===== src/dhcpop_pkg.sv =====
// ----------------------------------------------------------------------------
// dhcpop_pkg
// Types and constants shared by the DHCP reply option parser modules.
// ----------------------------------------------------------------------------
package dhcpop_pkg;

  // Magic cookie and option codes
  localparam logic [31:0] COOKIE_VALUE = 32'h6382_5363;
  localparam logic [7:0]  COOKIE_LEN   = 8'd4;
  localparam logic [7:0]  OPT_PAD      = 8'd0;
  localparam logic [7:0]  OPT_END      = 8'd255;
  localparam logic [7:0]  OPT_MSG_TYPE = 8'd53;
  localparam logic [7:0]  OPT_ROUTER   = 8'd3;
  localparam logic [7:0]  OPT_DNS      = 8'd6;
  localparam logic [7:0]  MSG_OFFER    = 8'd2;
  localparam logic [7:0]  MSG_ACK      = 8'd5;
  localparam logic [7:0]  MSG_NAK      = 8'd6;
  localparam logic [7:0]  ADDR_LEN     = 8'd4;

  // Result status codes
  localparam logic [1:0] ST_OK         = 2'd0;
  localparam logic [1:0] ST_BAD_COOKIE = 2'd1;
  localparam logic [1:0] ST_WRONG_TYPE = 2'd2;
  localparam logic [1:0] ST_TRUNCATED  = 2'd3;

  // Parser phase
  typedef enum logic [2:0] {
    PH_IDLE,
    PH_COOKIE,
    PH_TYPE,
    PH_LEN,
    PH_VALUE,
    PH_DONE
  } phase_e;

  // One input beat
  typedef struct packed {
    logic [7:0] data;
    logic       first;
    logic       last;
  } item_t;

  // One result beat
  typedef struct packed {
    logic [1:0]  status;
    logic        gw_found;
    logic [31:0] gw_addr;
    logic        dns_found;
    logic [31:0] dns_addr;
  } result_t;

endpackage


===== src/dhcp_reply_option_parser.sv =====
// ----------------------------------------------------------------------------
// dhcp_reply_option_parser
// Path: a byte is registered at input, parsed as it advances, result beat registered.
// Throughput: one byte per cycle; a stalled result holds input.
// Reset: asynchronous, active low; parser idle, stores cleared, awaited reply offer.
// ----------------------------------------------------------------------------
module dhcp_reply_option_parser import dhcpop_pkg::*; (
  input  logic        clk_i,
  input  logic        rst_ni,
  // input channel
  input  logic        in_valid_i,
  output logic        in_stall_o,
  input  logic [7:0]  data_byte_i,
  input  logic        first_byte_i,
  input  logic        last_byte_i,
  // result channel
  output logic        out_valid_o,
  input  logic        out_stall_i,
  output logic [1:0]  status_o,
  output logic        gateway_found_o,
  output logic [31:0] router_addr_o,
  output logic        dns_found_o,
  output logic [31:0] dns_addr_o,
  // configuration channel
  input  logic        cfg_valid_i,
  output logic        cfg_ready_o,
  input  logic        cfg_data_i
);

  item_t   in_q, in_d;
  logic    in_valid_q, in_valid_d;
  result_t out_q, out_d;
  logic    out_valid_q, out_valid_d;
  logic    awaited_q, awaited_d;
  logic    advance;
  logic    res_valid;
  result_t res;

  // Config register, always ready
  assign cfg_ready_o = 1'b1;
  assign awaited_d   = cfg_valid_i ? cfg_data_i : awaited_q;

  // Input stage moves on when the result register can take a beat
  assign advance    = in_valid_q && (!out_valid_q || !out_stall_i);
  assign in_stall_o = in_valid_q && !advance;

  always_comb begin
    in_valid_d = in_stall_o ? in_valid_q : in_valid_i;
    in_d       = in_q;
    if (in_valid_i && !in_stall_o) begin
      in_d.data  = data_byte_i;
      in_d.first = first_byte_i;
      in_d.last  = last_byte_i;
    end
  end

  dhcpop_core u_core (
    .clk_i       (clk_i),
    .rst_ni      (rst_ni),
    .step_i      (advance),
    .item_i      (in_q),
    .awaited_i   (awaited_q),
    .res_valid_o (res_valid),
    .res_o       (res)
  );

  // Result register
  always_comb begin
    out_d       = res_valid ? res : out_q;
    out_valid_d = res_valid ? 1'b1 : (out_valid_q && out_stall_i);
  end

  always_ff @(posedge clk_i or negedge rst_ni) begin
    if (!rst_ni) begin
      in_valid_q  <= 1'b0;
      out_valid_q <= 1'b0;
      awaited_q   <= 1'b0;
    end else begin
      in_valid_q  <= in_valid_d;
      out_valid_q <= out_valid_d;
      awaited_q   <= awaited_d;
    end
  end

  // Payload registers
  always_ff @(posedge clk_i) begin
    in_q  <= in_d;
    out_q <= out_d;
  end

  assign out_valid_o     = out_valid_q;
  assign status_o        = out_q.status;
  assign gateway_found_o = out_q.gw_found;
  assign router_addr_o   = out_q.gw_addr;
  assign dns_found_o     = out_q.dns_found;
  assign dns_addr_o      = out_q.dns_addr;

endmodule


===== src/dhcpop_core.sv =====
// ----------------------------------------------------------------------------
// dhcpop_core
// Parser state and option walk; one byte per enabled cycle.
// ----------------------------------------------------------------------------
module dhcpop_core import dhcpop_pkg::*; (
  input  logic    clk_i,
  input  logic    rst_ni,
  input  logic    step_i,
  input  item_t   item_i,
  input  logic    awaited_i,
  output logic    res_valid_o,
  output result_t res_o
);

  phase_e      phase_q, phase_d;
  logic [31:0] cookie_q, cookie_d;
  logic [7:0]  cnt_q, cnt_d;
  logic [7:0]  opt_q, opt_d;
  logic [31:0] addr_q, addr_d;
  logic        gw_found_q, gw_found_d;
  logic [31:0] gw_q, gw_d;
  logic        dns_found_q, dns_found_d;
  logic [31:0] dns_q, dns_d;
  logic        matched_q, matched_d;

  logic [31:0] cookie_next;
  logic [7:0]  cnt_inc;
  logic        in_packet;
  logic        bad_cookie;
  logic        end_opt;
  logic        decided;
  logic        truncated;
  logic        type_ok;

  // Shared decode of the current byte
  assign cookie_next = {cookie_q[23:0], item_i.data};
  assign cnt_inc     = cnt_q + 8'd1;
  assign in_packet   = (phase_q == PH_COOKIE) || (phase_q == PH_TYPE) ||
                       (phase_q == PH_LEN) || (phase_q == PH_VALUE);
  assign bad_cookie  = !item_i.first && (phase_q == PH_COOKIE) &&
                       (cnt_inc >= COOKIE_LEN) && (cookie_next != COOKIE_VALUE);
  assign end_opt     = !item_i.first && (phase_q == PH_TYPE) && (item_i.data == OPT_END);
  assign decided     = bad_cookie || end_opt;
  assign truncated   = (item_i.first || in_packet) && item_i.last && !decided;
  assign type_ok     = awaited_i ? ((item_i.data == MSG_ACK) || (item_i.data == MSG_NAK))
                                 : (item_i.data == MSG_OFFER);

  // Next phase
  always_comb begin
    phase_d = phase_q;
    if (step_i) begin
      if (item_i.first) begin
        phase_d = PH_COOKIE;
      end else begin
        unique case (phase_q)
          PH_COOKIE: begin
            if (cnt_inc >= COOKIE_LEN) phase_d = PH_TYPE;
          end
          PH_TYPE: begin
            if (item_i.data != OPT_PAD) phase_d = PH_LEN;
          end
          PH_LEN: begin
            phase_d = (item_i.data == 8'd0) ? PH_TYPE : PH_VALUE;
          end
          PH_VALUE: begin
            if (cnt_inc >= cookie_q[7:0]) phase_d = PH_TYPE;
          end
          default: phase_d = phase_q;
        endcase
      end
      if (decided || truncated) phase_d = PH_DONE;
    end
  end

  // Datapath and stores
  always_comb begin
    cookie_d    = cookie_q;
    cnt_d       = cnt_q;
    opt_d       = opt_q;
    addr_d      = addr_q;
    gw_found_d  = gw_found_q;
    gw_d        = gw_q;
    dns_found_d = dns_found_q;
    dns_d       = dns_q;
    matched_d   = matched_q;
    if (step_i) begin
      if (item_i.first) begin
        cookie_d    = {24'd0, item_i.data};
        cnt_d       = 8'd1;
        opt_d       = 8'd0;
        addr_d      = 32'd0;
        gw_found_d  = 1'b0;
        gw_d        = 32'd0;
        dns_found_d = 1'b0;
        dns_d       = 32'd0;
        matched_d   = 1'b0;
      end else begin
        case (phase_q)
          PH_COOKIE: begin
            cookie_d = cookie_next;
            cnt_d    = cnt_inc;
          end
          PH_TYPE: begin
            if (item_i.data != OPT_PAD && item_i.data != OPT_END) opt_d = item_i.data;
          end
          PH_LEN: begin
            if (item_i.data != 8'd0) begin
              cookie_d = {24'd0, item_i.data};
              cnt_d    = 8'd0;
              addr_d   = 32'd0;
            end
          end
          PH_VALUE: begin
            if (cnt_q == 8'd0 && opt_q == OPT_MSG_TYPE && type_ok) matched_d = 1'b1;
            if (cnt_q < ADDR_LEN) addr_d = {addr_q[23:0], item_i.data};
            cnt_d = cnt_inc;
            // option closes: keep address if long enough
            if (cnt_inc >= cookie_q[7:0] && cookie_q[7:0] >= ADDR_LEN) begin
              if (opt_q == OPT_ROUTER) begin
                gw_found_d = 1'b1;
                gw_d       = addr_d;
              end else if (opt_q == OPT_DNS) begin
                dns_found_d = 1'b1;
                dns_d       = addr_d;
              end
            end
          end
          default: ;
        endcase
      end
    end
  end

  // Result outputs
  always_comb begin
    res_valid_o     = step_i && (decided || truncated);
    res_o.gw_found  = gw_found_d;
    res_o.gw_addr   = gw_d;
    res_o.dns_found = dns_found_d;
    res_o.dns_addr  = dns_d;
    if (bad_cookie)   res_o.status = ST_BAD_COOKIE;
    else if (end_opt) res_o.status = matched_q ? ST_OK : ST_WRONG_TYPE;
    else              res_o.status = ST_TRUNCATED;
  end

  // State registers
  always_ff @(posedge clk_i or negedge rst_ni) begin
    if (!rst_ni) begin
      phase_q     <= PH_IDLE;
      cookie_q    <= 32'd0;
      cnt_q       <= 8'd0;
      opt_q       <= 8'd0;
      addr_q      <= 32'd0;
      gw_found_q  <= 1'b0;
      gw_q        <= 32'd0;
      dns_found_q <= 1'b0;
      dns_q       <= 32'd0;
      matched_q   <= 1'b0;
    end else begin
      phase_q     <= phase_d;
      cookie_q    <= cookie_d;
      cnt_q       <= cnt_d;
      opt_q       <= opt_d;
      addr_q      <= addr_d;
      gw_found_q  <= gw_found_d;
      gw_q        <= gw_d;
      dns_found_q <= dns_found_d;
      dns_q       <= dns_d;
      matched_q   <= matched_d;
    end
  end

endmodule

===== config.mk =====
export PLATFORM = sky130hd
export DESIGN_NAME = dhcp_reply_option_parser
export DESIGN_NICKNAME = d
export VERILOG_FILES = /design/src/dhcpop_pkg.sv /design/src/dhcp_reply_option_parser.sv /design/src/dhcpop_core.sv
export SDC_FILE = /design/constraint.sdc
export NUM_CORES = 1
export LEC_CHECK = 0
export BUFFER_PORTS_ARGS = -buffer_cell sky130_fd_sc_hd__buf_2
export CAP_MARGIN = 25
export CORE_ASPECT_RATIO = 1.1
export CORE_MARGIN = 4
export CORE_UTILIZATION = 35
export CTS_CLUSTER_DIAMETER = 30
export DETAILED_ROUTE_END_ITERATION = 8
export GPL_ROUTABILITY_DRIVEN = 0
export MAX_ROUTING_LAYER = met4
export PLACE_DENSITY = 0.57
export SETUP_SLACK_MARGIN = 0.3
export SYNTH_ARGS = -nofsm -noshare
export SYNTH_HDL_FRONTEND = slang
export SYNTH_SLANG_ARGS = --single-unit

===== constraint.sdc =====
create_clock -name clk_i -period 11.3 [get_ports clk_i]
set_clock_uncertainty 0.2 [all_clocks]
set_input_delay 0.565 -clock clk_i [delete_from_list [all_inputs] [get_ports clk_i]]
set_output_delay 0.565 -clock clk_i [all_outputs]
set_load 0.03 [all_outputs]

Word-level counts from Yosys, hierarchy flattened
Cells that the tools add are included.
{"block": "totals", "register_bits": 223, "latchBits": 0, "mem_bits_rw": 0, "romBits": 0, "in_bits": 16, "out_inout_bits": 71, "elab_cells": 143, "memories": 0}
{"block": "classes", "add_sub_neg": 1, "n_mul": 0, "div_mod_pow": 0, "n_lt_le_gt_ge": 4, "eq_ne": 17, "shift": 0, "mux": 49, "bitwise_logic": 1, "n_reduce_logical": 49}
{"cell": "$mux 32", "count": 14}
{"cell": "$pmux 32 s2", "count": 1}
{"cell": "$mux 24", "count": 2}
{"cell": "$pmux 24 s2", "count": 1}
{"cell": "$mux 8", "count": 5}
{"cell": "$ne 32x31->1 const B", "count": 1}
{"cell": "$eq 8x3->1 const B", "count": 3}
{"cell": "$mux 3", "count": 6}
{"cell": "$eq 8x2->1 const B", "count": 2}
{"cell": "$ge 8x3->1 const B", "count": 2}
{"cell": "$logic_and 1x1->1", "count": 16}
{"cell": "$logic_not 8->1", "count": 2}
{"cell": "$mux 1", "count": 16}
{"cell": "$pmux 8 s2", "count": 1}
{"cell": "$reduce_and 3->1", "count": 5}
{"cell": "$ne 4x4->1 const B", "count": 3}
{"cell": "$pmux 3 s4", "count": 1}
{"cell": "$reduce_bool 3->1", "count": 3}
{"cell": "$add 8x1->8 const B", "count": 1}
{"cell": "$eq 8x6->1 const B", "count": 1}
{"cell": "$eq 8x8->1 const B", "count": 1}
{"cell": "$ge 8x8->1", "count": 1}
{"cell": "$logic_or 1x1->1", "count": 8}
{"cell": "$lt 8x3->1 const B", "count": 1}
{"cell": "other kinds (13)", "count": 24}

Longest topological paths before layout
{"block": "depth", "word_depth": 10, "ltp_mapped": 14, "depth_no_buf": 11}

Hierarchy
Synthesis repeated with hierarchy kept, for this count alone.
{"block": "unflattened", "cells_unflattened": 631, "hier_area_um2": 8790.9}
{"mod": "dhcpop_core", "n_inst": 1, "cells_each": 541, "area_per_inst_um2": 6304.8, "seq_area_each_um2": 3553.4}
{"mod": "dhcp_reply_option_parser", "n_inst": 1, "cells_each": 90, "area_per_inst_um2": 2486.1, "seq_area_each_um2": 2417.3}

Worst setup path after synthesis
Ideal clock, no wire load.
{"block": "synth_timing", "path_kind": "register to register", "start": "reg u_core.cnt_q[0]", "end": "reg out_q, in the netlist dns_addr_o[0], enable pin", "setup_time_ns": 0.494, "arrival_ns": 4.517, "required_time_ns": 10.606, "setup_slack_ns": 6.088, "stages_incl_launch_ff": 9, "path_buffers": 1, "synth_period_minus_slack_ns": 5.212, "path_cell_list": "dfrtp_1 ha_1 clkbuf_1 and3_1 o2111a_1 o22ai_1 and4_1 nor2_1 nor2_1"}
{"block": "synth_via", "elab_chain_len": 9}
{"element": "start, declared", "line": "dhcpop_core.sv:17", "text": "logic [7:0] cnt_q, cnt_d;"}
{"element": "start signal, assigned", "line": "dhcpop_core.sv:162", "text": "cnt_q <= cnt_d;"}
{"element": "$add 8x1->8 (*)", "line": "dhcpop_core.sv:37", "text": "assign cnt_inc = cnt_q + 8'd1;"}
{"element": "$ge 8x3->1 (*)", "line": "dhcpop_core.sv:41", "text": "(cnt_inc >= COOKIE_LEN) && (cookie_next != COOKIE_VALUE);"}
{"element": "$logic_and 1x1->1 (*)", "line": "dhcpop_core.sv:40", "text": "assign bad_cookie = !item_i.first && (phase_q == PH_COOKIE) &&"}
{"element": "$logic_and 1x1->1 (*)", "line": "dhcpop_core.sv:41"}
{"element": "$logic_or 1x1->1 (*)", "line": "dhcpop_core.sv:43", "text": "assign decided = bad_cookie || end_opt;"}
{"element": "$logic_not 1->1", "line": "dhcpop_core.sv:44", "text": "assign truncated = (item_i.first || in_packet) && item_i.last && !decided;"}
{"element": "$logic_and 1x1->1", "line": "dhcpop_core.sv:44"}
{"element": "$logic_or 1x1->1 (*)", "line": "dhcpop_core.sv:136", "text": "res_valid_o = step_i && (decided || truncated);"}
{"element": "$logic_and 1x1->1 (*)", "line": "dhcpop_core.sv:136"}
{"element": "net res_valid", "line": "dhcp_reply_option_parser.sv:36", "text": "logic res_valid;"}
{"element": "end signal, assigned", "line": "dhcp_reply_option_parser.sv:88", "text": "out_q <= out_d;"}
{"element": "end, declared", "line": "dhcp_reply_option_parser.sv:32", "text": "result_t out_q, out_d;"}
Mark *: on every way through the listed nets, which the timed path passes. The rest lies on a longest branch.
A chain may end at the register's enable or synchronous reset.

==> results.tsv <==
metric	value	unit
outcome	complete, no violations	
power_per_cell_area	239	mW/mm²
intPower	1.99	mW
endpoint_kind	register	
cts_tree	built	
power_frac_comb	12.7	%
grt.total_usage	15.1	%
clock-sinks	223	
ios	87	
drtIter0Drc	384	
min_delay_path_depth	1	
diodes	0	
worst_path_cell_trace	ha_1 > and3_1 > xor2_1 > ha_1 > a21oi_1 > nand2_1 > a211o_1 > o211ai_1 > or3_1 > buf_4 > o2bb2ai_1	
synth_cells	651	
design.core.area	0.0252	mm²
r2r_cells	11	
power.ir.vdd_worst	115	µV
syn_to_final_growth	28.2	%
critical_path.reg2reg.endpoint	dns_addr_o[30]$_DFFE_PP_	
overflow	0	
firstDrtPassIters	6	
worst_r2r_startpoint	u_core.cnt_q[0]$_DFFE_PN0P_	
final.setup.tns	0	ns
vias	5777	
crit_path_start_kind	register	
first_global_vias	5910	
hold-worst-slack	0.0261	ns
place_ws	7.38	ns
dominant_register_cell_in_the_synthesized_netlist	dfrtp_1	
setup_slack	7.38	ns
final_net_count	790	
critical-path-slowest-cell	or3_1	
regToRegSetupSlack	7.38	ns
final_cell_area	0.0115	mm²
totalWireLength	20500	µm
yosys.area.top_type_share	40.6	%
sum_of_internal_switching_and_leakage_power	2.74	mW
grt_antenna_before_repair	0	
cts.path.max_buffers	3	
finalCritPeriodShare	34.7	%
ys.warnings.count	0	
clkLatencyLatePin	0.54	ns
mapped_cell_area	0.00894	mm²
initial_core_util	35.5	%
cts_max_level	2	
floorplan.rows	61	
grt_max_degree	74	
syn_nets	677	
finalHoldViolations	0	
routed_vias_inst	5.17	
routed_wire_length_per_instance	18.3	µm
final_util	45.5	%
synth-edff-count	78	
grt_setup_unrepaired	no	
worst_hold_path.endpoint	in_q[0]$_DFFE_PP_	
cts_bufs_inserted	47	
post-route-drc-count	0	
die_w	160	µm
hpwl	13100	µm
drive_above_1_share	23.7	%
worst_pin_slew	0.917	ns
instances_no_fill	1118	
number_of_synthesized_register_bits	223	
filler_cell_count	2236	
dpl_cell_area	0.00966	mm²
fmax	255	MHz
synth_sequential_area_ratio	66.8	%
ant_nets	0	
grt_pass1_wl	33300	µm
synth.avg_cell_area	13.7	µm²
critical_path_class	register to register	
clkSlewWorstSetupHoldPaths	0.05	ns
p_leak	4.86	nW
yosys-top-cells-area	dfrtp_1, edfxtp_1, o2bb2ai_1	
worst_ep_arrival_time	3.99	ns
port_buffers	85	
seqPwrFrac	36.6	%
synth_largest_area_cell	dfrtp_1	
fp.dieArea	0.0282	mm²
worst_path_dominant_cell_family	compound AO/OA/AOI/OAI gates	
share_of_synthesized_flip_flops_with_an_asynchronous_set_or_reset	65.0	%
placedCellCount	1018	
cp.buffers_inverters	1	
timing.critical_path.slowest_cell_delay	0.54	ns
post_cts_resize_count	0	
max_slew_margin	38.8	%
max_cap_violations	0	
setup_viol_count_final	0	
fin_crit	3.92	ns
worst_hold_startpoint	last_byte_i	
die_y	176	µm
net_switching_share_of_the_total_power	27.3	%
slew_viol_final	0	
path_common_cell	ha_1	
path_type_of_the_worst_min_delay_path	input pin to register	
cp.required	11.37	ns
worst-path-max-fanout	17	
p_clk_share	50.7	%
yosysUniqueCellTypes	61	
cts_root_buffer	clkbuf_16	
switching_power	0.749	mW
[state kept, by name, summed over array words and instances, names as in the netlist, 10 cells and up]
register         count
u_core.addr_q       32
u_core.gw_q         32
u_core.cookie_q     24
in_q                10
dns_addr_o          32
router_addr_o       32
u_core.dns_q        32
[cells by family (layout without fill, tap and decap cells)]
kind of cell	count (synthesis)	in the layout	share of synthesized area (%)
compound gates	178	178	15.9
xor+xnor	7	7	0.686
fa+ha+maj	10	10	1.40
buf+inv	61	213	2.98
flops	223	223	66.8
mux	41	41	4.72
other cells	1	1	0.0419
simple gates	130	130	7.53
[per-layer routing]
| layer | up-vias | GRT usage [%] | wire length [µm] |
|---|---|---|---|
| li1 | 2707 | - | - |
| met1 | 2880 | 20.2 | 9380 |
| met2 | 145 | 22.4 | 9620 |
| met3 | 45 | 3.33 | 913 |
| met4 | 0 | 5.99 | 572 |
| met5 | - | - | 0 |
[cell usage after synthesis (4+ instances only)]
cell / number
inv_1: 17
nor4_1: 4
nand4_1: 7
ha_1: 10
buf_1: 8
a31oi_1: 4
nand2_1: 51
clkbuf_1: 25
a2bb2oi_1: 4
edfxtp_1: 78
or3_1: 5
mux2_1: 8
buf_2: 6
a21oi_1: 7
dfrtp_1: 145
nand3_1: 9
o2bb2ai_1: 64
nand2b_1: 9
xor2_1: 4
nor2_1: 17
and3_1: 6
nor3_1: 4
o21ai_0: 32
mux2i_1: 32
or4_1: 4
a22o_1: 40
[what timing repair did]
| action | CTS | global route |
|---|---|---|
| buffers inserted | 0 | 0 |
| endpoints found under the hold margin | 80 | 1 |
| hold buffers | 9 | 1 |
[worst register-to-register path: cells and delay by family, from the launching register on]
family / cells / cell delay, ns
simple gates: 3 / 0.88
compound gates: 4 / 0.96
buf+inv: 1 / 0.34
flops: 1 / 0.45
fa+ha+maj: 2 / 0.65
xor+xnor: 1 / 0.18
[worst max path at each step]
| stage | startpoint | to | cells past startpoint |
|---|---|---|---|
| floorplan | u_core.cnt_q[0]$_DFFE_PN0P_ | dns_addr_o[0]$_DFFE_PP_ | 8 |
| global placement | u_core.cnt_q[0]$_DFFE_PN0P_ | dns_addr_o[30]$_DFFE_PP_ | 11 |
| detailed placement | u_core.cnt_q[0]$_DFFE_PN0P_ | dns_addr_o[30]$_DFFE_PP_ | 11 |
| CTS | u_core.cnt_q[0]$_DFFE_PN0P_ | dns_addr_o[30]$_DFFE_PP_ | 11 |
| global route | u_core.cnt_q[0]$_DFFE_PN0P_ | router_addr_o[26]$_DFFE_PP_ | 11 |
| finish | u_core.cnt_q[0]$_DFFE_PN0P_ | dns_addr_o[30]$_DFFE_PP_ | 11 |
[power by group through the flow]
| stage | clock network, mW | registers (mW) | logic, mW |
|---|---|---|---|
| 4_1_cts | 1.42 | 1.00 | 0.354 |
| 3_3_place_gp | 0 | 1.01 | 0.349 |
| 6_report | 1.39 | 1.00 | 0.348 |
| 3_5_place_dp | 0 | 1.01 | 0.350 |
| 2_1_floorplan | 0 | 1.05 | 0.198 |
| 5_1_grt | 1.47 | 1.01 | 0.388 |
[area by class of cell]
class	count	area, µm²	share of cell area, %
Clock buffer	61	1320	11.5
Sequential cell	223	5970	52.1
Multi-Input combinational cell	367	2720	23.7
Inverter	17	63.8	0.557
Tap cell	315	394	3.44
Timing Repair Buffer	108	662	5.77
Clock inverter	27	334	2.91
[placed cells by master (no fill, tap or decap), types with 9 or more instances in the layout]
master / count
clkinv_2: 9
buf_4: 11
clkbuf_16: 49
buf_2: 84
nand3_1: 9
nand2_1: 51
dlygate4sd3_1: 10
ha_1: 10
nor2_1: 16
o21ai_0: 32
mux2i_1: 32
edfxtp_1: 78
o2bb2ai_1: 64
a22o_1: 40
dfrtp_1: 145
nand2b_1: 9
inv_1: 17
Note: power is estimated with default switching activity, not from simulation.
